### config.mk
export PLATFORM = sky130hd
export DESIGN_NAME = cpu_alu_with_flags_flat
export DESIGN_NICKNAME = d
export VERILOG_FILES = /design/src/hw/rtl/caf_pkg.sv /design/src/hw/rtl/caf_req_if.sv /design/src/hw/rtl/caf_rsp_if.sv /design/src/hw/rtl/cpu_alu_with_flags.sv /design/src/flat_wrapper.sv
export SDC_FILE = /design/constraint.sdc
export NUM_CORES = 1
export LEC_CHECK = 0
export BUFFER_PORTS_ARGS = -buffer_cell sky130_fd_sc_hd__buf_2
export CAP_MARGIN = 5
export CORE_MARGIN = 2
export CORE_UTILIZATION = 35
export DETAILED_ROUTE_END_ITERATION = 10
export GPL_TIMING_DRIVEN = 0
export REMOVE_ABC_BUFFERS = 1
export SLEW_MARGIN = 10
export SYNTH_ARGS = -nofsm -noshare
export SYNTH_HDL_FRONTEND = slang
export SYNTH_SLANG_ARGS = --single-unit
### constraint.sdc
create_clock -name clk -period 4.8 [get_ports clk]
set_clock_uncertainty 0.15 [all_clocks]
set_input_delay 0.48 -clock clk [delete_from_list [all_inputs] [get_ports clk]]
set_output_delay 0.48 -clock clk [all_outputs]
set_load 0.05 [all_outputs]
### src/hw/rtl/caf_pkg.sv
// Package with operation codes and request/result types of the CPU ALU.
`default_nettype none

package caf_pkg;

	typedef enum logic [4:0] {
		FN_ADD   = 5'd0,
		FN_ADC   = 5'd1,
		FN_SUB   = 5'd2,
		FN_SBC   = 5'd3,
		FN_AND   = 5'd4,
		FN_XOR   = 5'd5,
		FN_OR    = 5'd6,
		FN_CP    = 5'd7,
		FN_INC   = 5'd8,
		FN_DEC   = 5'd9,
		FN_RLC   = 5'd10,
		FN_RRC   = 5'd11,
		FN_RL    = 5'd12,
		FN_RR    = 5'd13,
		FN_SLA   = 5'd14,
		FN_SRA   = 5'd15,
		FN_SWAP  = 5'd16,
		FN_SRL   = 5'd17,
		FN_BIT   = 5'd18,
		FN_RES   = 5'd19,
		FN_SET   = 5'd20,
		FN_DAA   = 5'd21,
		FN_CPL   = 5'd22,
		FN_SCF   = 5'd23,
		FN_CCF   = 5'd24,
		FN_ADD16 = 5'd25,
		FN_ADDSP = 5'd26,
		FN_RLCA  = 5'd27,
		FN_RRCA  = 5'd28,
		FN_RLA   = 5'd29,
		FN_RRA   = 5'd30
	} func_t;

	localparam logic [7:0] DAA_HI_ADJ = 8'h60;
	localparam logic [7:0] DAA_LO_ADJ = 8'h06;
	localparam logic [7:0] DAA_HI_LIM = 8'h99;
	localparam logic [3:0] DAA_LO_LIM = 4'd9;

	typedef struct packed {
		logic [4:0]  func;
		logic [15:0] operand_a;
		logic [15:0] operand_b;
		logic [2:0]  bit_index;
		logic        zero_in;
		logic        subtract_in;
		logic        half_in;
		logic        carry_in;
	} caf_req_t;

	typedef struct packed {
		logic [15:0] result;
		logic        write_result;
		logic        zero_out;
		logic        subtract_out;
		logic        half_out;
		logic        carry_out;
	} caf_rsp_t;

endpackage

`default_nettype wire

### src/hw/rtl/caf_req_if.sv
// Valid/ready channel that carries ALU requests.
`default_nettype none

interface caf_req_if;
	import caf_pkg::*;

	logic     valid;
	logic     ready;
	caf_req_t data;

	modport source (output valid, output data, input ready);
	modport sink (input valid, input data, output ready);
endinterface

`default_nettype wire

### src/hw/rtl/caf_rsp_if.sv
// Valid/ready channel that carries ALU results.
`default_nettype none

interface caf_rsp_if;
	import caf_pkg::*;

	logic     valid;
	logic     ready;
	caf_rsp_t data;

	modport source (output valid, output data, input ready);
	modport sink (input valid, input data, output ready);
endinterface

`default_nettype wire

### src/hw/rtl/cpu_alu_with_flags.sv
// Top level of the 8/16-bit CPU ALU with Z/N/H/C flag generation.
//
// The ALU takes one request per clock cycle while the result side does not stall.
// Each accepted request is captured in an input register, the arithmetic, logic,
// shift, bit and decimal-adjust network runs in a single pass, and the outcome
// lands in a result register. Both registers hold their contents while the
// result side stalls, and req.ready drops combinationally with rsp.ready only
// when both registers are full, so the pipe keeps streaming whenever the
// consumer takes results. The unused operation code passes operand_a through
// with the flags unchanged and no write-back.
`default_nettype none

module cpu_alu_with_flags (
	input  wire logic  clk,
	input  wire logic  arst_n,
	caf_req_if.sink    req,
	caf_rsp_if.source  rsp
);
	import caf_pkg::*;

	caf_req_t req_s1;
	logic     valid_s1;
	caf_rsp_t rsp_s2;
	logic     valid_s2;
	caf_rsp_t rsp_d;
	logic     adv_s2;
	logic     adv_s1;

	logic [7:0]  a;
	logic [7:0]  b;
	logic        cin;
	logic [8:0]  sum9;
	logic [4:0]  nib5;
	logic [16:0] sum17;
	logic [12:0] sum13;
	logic [7:0]  r8;
	logic [7:0]  daa_r;
	logic        daa_c;

	assign adv_s2    = !valid_s2 || rsp.ready;
	assign adv_s1    = !valid_s1 || adv_s2;
	assign req.ready = adv_s1;
	assign rsp.valid = valid_s2;
	assign rsp.data  = rsp_s2;

	always_ff @(posedge clk or negedge arst_n) begin
		if (!arst_n) begin
			valid_s1 <= 1'b0;
			valid_s2 <= 1'b0;
		end else begin
			if (adv_s1) begin
				valid_s1 <= req.valid;
			end
			if (adv_s2) begin
				valid_s2 <= valid_s1;
			end
		end
	end

	always_ff @(posedge clk) begin
		if (adv_s1 && req.valid) begin
			req_s1 <= req.data;
		end
		if (adv_s2 && valid_s1) begin
			rsp_s2 <= rsp_d;
		end
	end

	assign a = req_s1.operand_a[7:0];
	assign b = req_s1.operand_b[7:0];

	// Decimal adjust after an add or a subtract, driven by N, H and C.
	always_comb begin
		daa_r = a;
		daa_c = req_s1.carry_in;
		if (!req_s1.subtract_in) begin
			if (req_s1.carry_in || (a > DAA_HI_LIM)) begin
				daa_r = daa_r + DAA_HI_ADJ;
				daa_c = 1'b1;
			end
			if (req_s1.half_in || (daa_r[3:0] > DAA_LO_LIM)) begin
				daa_r = daa_r + DAA_LO_ADJ;
			end
		end else begin
			if (req_s1.carry_in) begin
				daa_r = daa_r - DAA_HI_ADJ;
			end
			if (req_s1.half_in) begin
				daa_r = daa_r - DAA_LO_ADJ;
			end
		end
	end

	always_comb begin
		rsp_d.result       = req_s1.operand_a;
		rsp_d.write_result = 1'b1;
		rsp_d.zero_out     = req_s1.zero_in;
		rsp_d.subtract_out = req_s1.subtract_in;
		rsp_d.half_out     = req_s1.half_in;
		rsp_d.carry_out    = req_s1.carry_in;
		cin   = 1'b0;
		sum9  = '0;
		nib5  = '0;
		sum17 = '0;
		sum13 = '0;
		r8    = a;

		unique case (req_s1.func)
			FN_ADD, FN_ADC: begin
				cin  = (req_s1.func == FN_ADC) && req_s1.carry_in;
				sum9 = {1'b0, a} + {1'b0, b} + {8'd0, cin};
				nib5 = {1'b0, a[3:0]} + {1'b0, b[3:0]} + {4'd0, cin};
				r8   = sum9[7:0];
				rsp_d.subtract_out = 1'b0;
				rsp_d.half_out     = nib5[4];
				rsp_d.carry_out    = sum9[8];
			end
			FN_SUB, FN_SBC, FN_CP: begin
				// The top bit of each widened difference is the borrow.
				cin  = (req_s1.func == FN_SBC) && req_s1.carry_in;
				sum9 = {1'b0, a} - {1'b0, b} - {8'd0, cin};
				nib5 = {1'b0, a[3:0]} - {1'b0, b[3:0]} - {4'd0, cin};
				r8   = sum9[7:0];
				rsp_d.write_result = (req_s1.func != FN_CP);
				rsp_d.subtract_out = 1'b1;
				rsp_d.half_out     = nib5[4];
				rsp_d.carry_out    = sum9[8];
			end
			FN_AND: begin
				r8 = a & b;
				rsp_d.subtract_out = 1'b0;
				rsp_d.half_out     = 1'b1;
				rsp_d.carry_out    = 1'b0;
			end
			FN_XOR, FN_OR: begin
				r8 = (req_s1.func == FN_XOR) ? (a ^ b) : (a | b);
				rsp_d.subtract_out = 1'b0;
				rsp_d.half_out     = 1'b0;
				rsp_d.carry_out    = 1'b0;
			end
			FN_INC: begin
				r8 = a + 8'd1;
				rsp_d.subtract_out = 1'b0;
				rsp_d.half_out     = (r8[3:0] == 4'h0);
			end
			FN_DEC: begin
				r8 = a - 8'd1;
				rsp_d.subtract_out = 1'b1;
				rsp_d.half_out     = (r8[3:0] == 4'hF);
			end
			FN_RLC, FN_RLCA, FN_RL, FN_RLA, FN_SLA: begin
				unique case (req_s1.func)
					FN_RLC, FN_RLCA: r8 = {a[6:0], a[7]};
					FN_RL, FN_RLA:   r8 = {a[6:0], req_s1.carry_in};
					default:         r8 = {a[6:0], 1'b0};
				endcase
				rsp_d.subtract_out = 1'b0;
				rsp_d.half_out     = 1'b0;
				rsp_d.carry_out    = a[7];
			end
			FN_RRC, FN_RRCA, FN_RR, FN_RRA, FN_SRA, FN_SRL: begin
				unique case (req_s1.func)
					FN_RRC, FN_RRCA: r8 = {a[0], a[7:1]};
					FN_RR, FN_RRA:   r8 = {req_s1.carry_in, a[7:1]};
					FN_SRA:          r8 = {a[7], a[7:1]};
					default:         r8 = {1'b0, a[7:1]};
				endcase
				rsp_d.subtract_out = 1'b0;
				rsp_d.half_out     = 1'b0;
				rsp_d.carry_out    = a[0];
			end
			FN_SWAP: begin
				r8 = {a[3:0], a[7:4]};
				rsp_d.subtract_out = 1'b0;
				rsp_d.half_out     = 1'b0;
				rsp_d.carry_out    = 1'b0;
			end
			FN_BIT: begin
				rsp_d.write_result = 1'b0;
				rsp_d.subtract_out = 1'b0;
				rsp_d.half_out     = 1'b1;
			end
			FN_RES: r8 = a & ~(8'd1 << req_s1.bit_index);
			FN_SET: r8 = a | (8'd1 << req_s1.bit_index);
			FN_DAA: begin
				r8 = daa_r;
				rsp_d.half_out  = 1'b0;
				rsp_d.carry_out = daa_c;
			end
			FN_CPL: begin
				r8 = ~a;
				rsp_d.subtract_out = 1'b1;
				rsp_d.half_out     = 1'b1;
			end
			FN_SCF, FN_CCF: begin
				rsp_d.subtract_out = 1'b0;
				rsp_d.half_out     = 1'b0;
				rsp_d.carry_out    = (req_s1.func == FN_SCF) ? 1'b1 : !req_s1.carry_in;
			end
			FN_ADD16: begin
				sum17 = {1'b0, req_s1.operand_a} + {1'b0, req_s1.operand_b};
				sum13 = {1'b0, req_s1.operand_a[11:0]} + {1'b0, req_s1.operand_b[11:0]};
				rsp_d.subtract_out = 1'b0;
				rsp_d.half_out     = sum13[12];
				rsp_d.carry_out    = sum17[16];
			end
			FN_ADDSP: begin
				// H and C come from the unsigned add of the low bytes.
				sum17 = {1'b0, req_s1.operand_a} + {1'b0, {8{b[7]}}, b};
				sum9  = {1'b0, a} + {1'b0, b};
				nib5  = {1'b0, a[3:0]} + {1'b0, b[3:0]};
				rsp_d.zero_out     = 1'b0;
				rsp_d.subtract_out = 1'b0;
				rsp_d.half_out     = nib5[4];
				rsp_d.carry_out    = sum9[8];
			end
			default: rsp_d.write_result = 1'b0;
		endcase

		unique case (req_s1.func)
			FN_ADD16, FN_ADDSP: rsp_d.result = sum17[15:0];
			FN_RES, FN_SET, FN_CPL, FN_SCF, FN_CCF, FN_BIT: rsp_d.result = {8'd0, r8};
			FN_ADD, FN_ADC, FN_SUB, FN_SBC, FN_CP, FN_AND, FN_XOR, FN_OR, FN_INC,
			FN_DEC, FN_RLC, FN_RRC, FN_RL, FN_RR, FN_SLA, FN_SRA, FN_SWAP, FN_SRL,
			FN_DAA: begin
				rsp_d.result   = {8'd0, r8};
				rsp_d.zero_out = (r8 == 8'd0);
			end
			FN_RLCA, FN_RRCA, FN_RLA, FN_RRA: begin
				rsp_d.result   = {8'd0, r8};
				rsp_d.zero_out = 1'b0;
			end
			default: rsp_d.result = req_s1.operand_a;
		endcase

		if (req_s1.func == FN_BIT) begin
			rsp_d.zero_out = !a[req_s1.bit_index];
		end
	end

endmodule

`default_nettype wire
### src/flat_wrapper.sv
// flat-port wrapper written by rule: the top's interface ports become plain ports
module cpu_alu_with_flags_flat import caf_pkg::*;
  (clk, arst_n, req_valid, req_data, req_ready, rsp_valid, rsp_data, rsp_ready);
  caf_req_if req_i ();
  caf_rsp_if rsp_i ();
  input  wire logic clk;
  input  wire logic arst_n;
  input wire logic [$bits(req_i.valid)-1:0] req_valid;
  input wire logic [$bits(req_i.data)-1:0] req_data;
  output wire logic [$bits(req_i.ready)-1:0] req_ready;
  output wire logic [$bits(rsp_i.valid)-1:0] rsp_valid;
  output wire logic [$bits(rsp_i.data)-1:0] rsp_data;
  input wire logic [$bits(rsp_i.ready)-1:0] rsp_ready;
  assign req_i.valid = req_valid;
  assign req_i.data = req_data;
  assign req_ready = req_i.ready;
  assign rsp_valid = rsp_i.valid;
  assign rsp_data = rsp_i.data;
  assign rsp_i.ready = rsp_ready;
  cpu_alu_with_flags u_core (.clk(clk), .arst_n(arst_n), .req(req_i), .rsp(rsp_i));
endmodule
==> key figures <==
Route
  • WL final: between 20 and 25 mm
  • Met2 wire len: 10.97 mm
  • Metal3 WL: ~2.3 mm
  • Met1 WL: 10.82 mm
  • Drt wl/cell: about 22 um
  • Via Count: 6879
  • Drt first pass iters: 6
  • Vias per inst: between 6 and 7
  • Drt drc: 0
  • Drt initial violations: 932
  • Routed Antenna Nets: 0
  • Highest Signal Layer: met4

Worst setup path
  • Crit path kind: flip-flop to flip-flop
  • Buf+Inv Stages, Crit Path: 1
  • WP data arrival: 4.77 ns
  • CP required: about 4.8 ns
  • Critical path startpoint category: flip-flop
  • Worst R2R Start: u_core.a[6]$_DFFE_PP_
  • R2R Path End: u_core.rsp.data[3]$_DFFE_PP_
  • CP dominant cell by count: ha_1
  • Delay-heaviest family, CP: compound AO/OA/AOI/OAI gates
  • Crit. Startpoint: u_core.a[6]$_DFFE_PP_
  • CP endpoint kind: flip-flop
  • Worst path slowest cell: a2111oi_0
  • Crit-path cells: clkinv_1 > ha_1 > ha_1 > a21oi_1 > o22ai_1 > a2111oi_0 > o2111ai_1 > nor3_1 > a41oi_1 > o31ai_2
  • Crit-path max cell delay: 0.86 ns
  • Worst Path Max Fanout: 11
  • FF-to-FF path depth: 10
  • R2R Setup Slk: approximately 0.031 ns

Timing
  • Final setup violation count: 0
  • Worst Max-Slew Pin Slew: 1.222 ns
  • Period utilisation layout: a little under 100%
  • RSZ-0062 raised after global routing: no
  • Post-layout min period: roughly 4.8 ns
  • FMAX: around 0.21 GHz
  • Max-slew violations: 0
  • Final Hold Vio Count: 0
  • Final Worst Setup Slack: roughly 0.03 ns
  • Rel. slew slack: 18.38%
  • Post-route setup TNS: 0 ns

Synthesis
  • Synth area leader: edfxtp_1
  • Yosys cell types: 91
  • Syn Inst Count: about 780
  • Syn Area/Cell: slightly below 9 um^2
  • Post-synth top cells: edfxtp_1 (65), ha_1 (57), nand2_1 (52), nor2_1 (46), o21ai_0 (46)
  • Synth top area share: 27.96%
  • Post-synthesis instance area: approximately 7000 um^2
  • Ys flop type: edfxtp_1
  • YS warnings: 0
  • Area contributors post-synth: edfxtp_1 (28%), ha_1 (10%), xnor2_1 (3.6%), o21ai_0 (3.3%), nand3_1 (2.8%)
  • Count leader, synth: edfxtp_1
  • Register area share after synthesis: 28.67%
  • Async set or reset register ratio after synthesis: around 3%
  • Flop and latch count out of synthesis: 67
  • EDFF count, synth: 65

Worst hold path
  • Hold Path End: u_core.req_s1[1]$_DFFE_PP_
  • Worst Hold Path Cells: 1
  • Hold_sp: req_data[1]
  • Worst Hold Class: input pin to flip-flop

Global route
  • Vias in the first global route: ~6.2k
  • First-pass GRT wire length: roughly 37 mm
  • Gr ovfl total: 0
  • Initial antenna violation count: 0
  • Largest net degree at the start of global routing: 39
  • Total track usage: a little under a quarter

Die
  • I/O pins: 71
  • Die ar.: 21090 um^2
  • Area of the core: around 20000 um^2
  • Initial Util: between 30% and 40%
  • Row count: 51
  • Die Y: between 100 and 150 um
  • Die Wd: ~150 um

Power and ir drop
  • Pwr/cell area: 285.4 nW/um^2
  • Leak Pwr: 3.024 nW
  • Peak VDD IR: ~0.18 mV

Clock network
  • # clock sinks: 67
  • Skew-Pair Late Insertion Delay: ~0.36 ns
  • CTS Root Cell: clkbuf_16
  • CTS buffer count: 9
  • H-tree depth: 3
  • CTS tree: yes
  • Longest Clk Path Bufs: 2
  • Worst-path clk slew: around 0.07 ns

Status
  • Outcome: complete, no violations

Finish
  • Synthesis-to-layout area growth: 14.79%
  • Area taken by multi-input logic gates: roughly 4600 um^2
  • Layout cell share with drive strength beyond 1: 17.97%
  • Sequential cell area: approximately 2000 um^2
  • Layout Nets: 950
  • Core Util, Final: between 40% and 50%
  • Filler cell count: between 2k and 2.5k
  • Ant. Diodes: 0

Placed design
  • IO buf count: 70
  • Routability cong.: 0.9503
  • DP HPWL: about 17 mm
  • Dpl ws: -0.2106 ns

Run
  • Max-cap viol count: 0
worst max-delay path by stage:
stage | end | slack, ns | cells after the start
CTS | u_core.rsp.data[3]$_DFFE_PP_ | 0.03 | 10
floorplan | u_core.rsp.data[0]$_DFFE_PP_ | 1.02 | 12
global route | u_core.rsp.data[3]$_DFFE_PP_ | 0.04 | 10
detailed placement | u_core.rsp.data[3]$_DFFE_PP_ | -0.21 | 10
finish | u_core.rsp.data[3]$_DFFE_PP_ | 0.03 | 10
global placement | u_core.rsp.data[3]$_DFFE_PP_ | -0.26 | 10
placed cells by master (no fill, tap or decap), types with 14 or more instances in the layout:
cell type  synthesis  layout
edfxtp_1          65      65
o21ai_0           46      46
buf_2             15      70
nand2_1           52      52
ha_1              57      57
buf_4              5      22
xnor2_1           29      29
nor2_1            46      44
nand2b_1          18      18
a22oi_1           14      14
inv_1             30      30
nor3_1            27      27
a21oi_1           31      31
nand3_1           39      39
repair_timing:
item	CTS	global route
hold buffers	1	0
buffers inserted	3	22
resized for setup	0	2
endpoints found under the hold margin	2	0
endpoints found under the setup margin	2	3
sequential cells by signal (all words and copies together) (netlist names):
signal / cells
u_core.req_s1: 28
u_core.rsp.data: 21
u_core.rsp.valid: 1
u_core.b: 8
u_core.a: 8
u_core.valid_s1: 1
logic make-up (layout without fill, tap and decap cells):
logic type	Yosys count	count (layout)	share of synthesized area, %
buffers and inverters	85	148	5.860
muxes	10	10	1.810
AOI/OAI and AO/OA	243	243	25.99
adders and majority gates	60	60	11.08
DFF	67	67	28.67
xor gates and xnor gates	42	42	5.269
and+or+nand+nor	276	276	21.33
metal layers:
metal,vias to the layer above,track usage [%]
met5,-,0
met4,0,8.676
met3,65,4.340
met2,386,34.22
met1,3298,31.53
li1,3130,-
power by group:
group	total [mW]	internal, mW	switching (mW)	leakage, nW
registers	0.769	0.703	0.0660	0.648
clock network	0.737	0.453	0.284	0.150
logic	0.781	0.288	0.493	2.23
total	2.29	1.44	0.843	3.02
through the flow:
step / instances / instance area [um^2] / hold WS (ns) / power [mW]
final: 1111 / 8014 / 0.1462 / 2.287
after global routing: 1111 / 8014 / 0.1478 / 2.380
after CTS: 1087 / 7776 / 0.1452 / 2.253
after detailed placement: 1068 / 7426 / 0.1153 / 1.507
after global placement: 1065 / 7375 / 0.1159 / 1.499
after floorplan: 730 / 6693 / 0.03441 / 1.289
area by class of cell:
cell class / count / share of cell area (%)
clock inverters: 6 / 1.109
inverters: 32 / 1.546
well taps: 265 / 4.137
repair buffers: 101 / 8.134
multi-input cells: 631 / 57.28
flip-flops and latches: 67 / 24.98
clock buffers: 9 / 2.810
No activity file was read; power rests on OpenSTA's default activity.
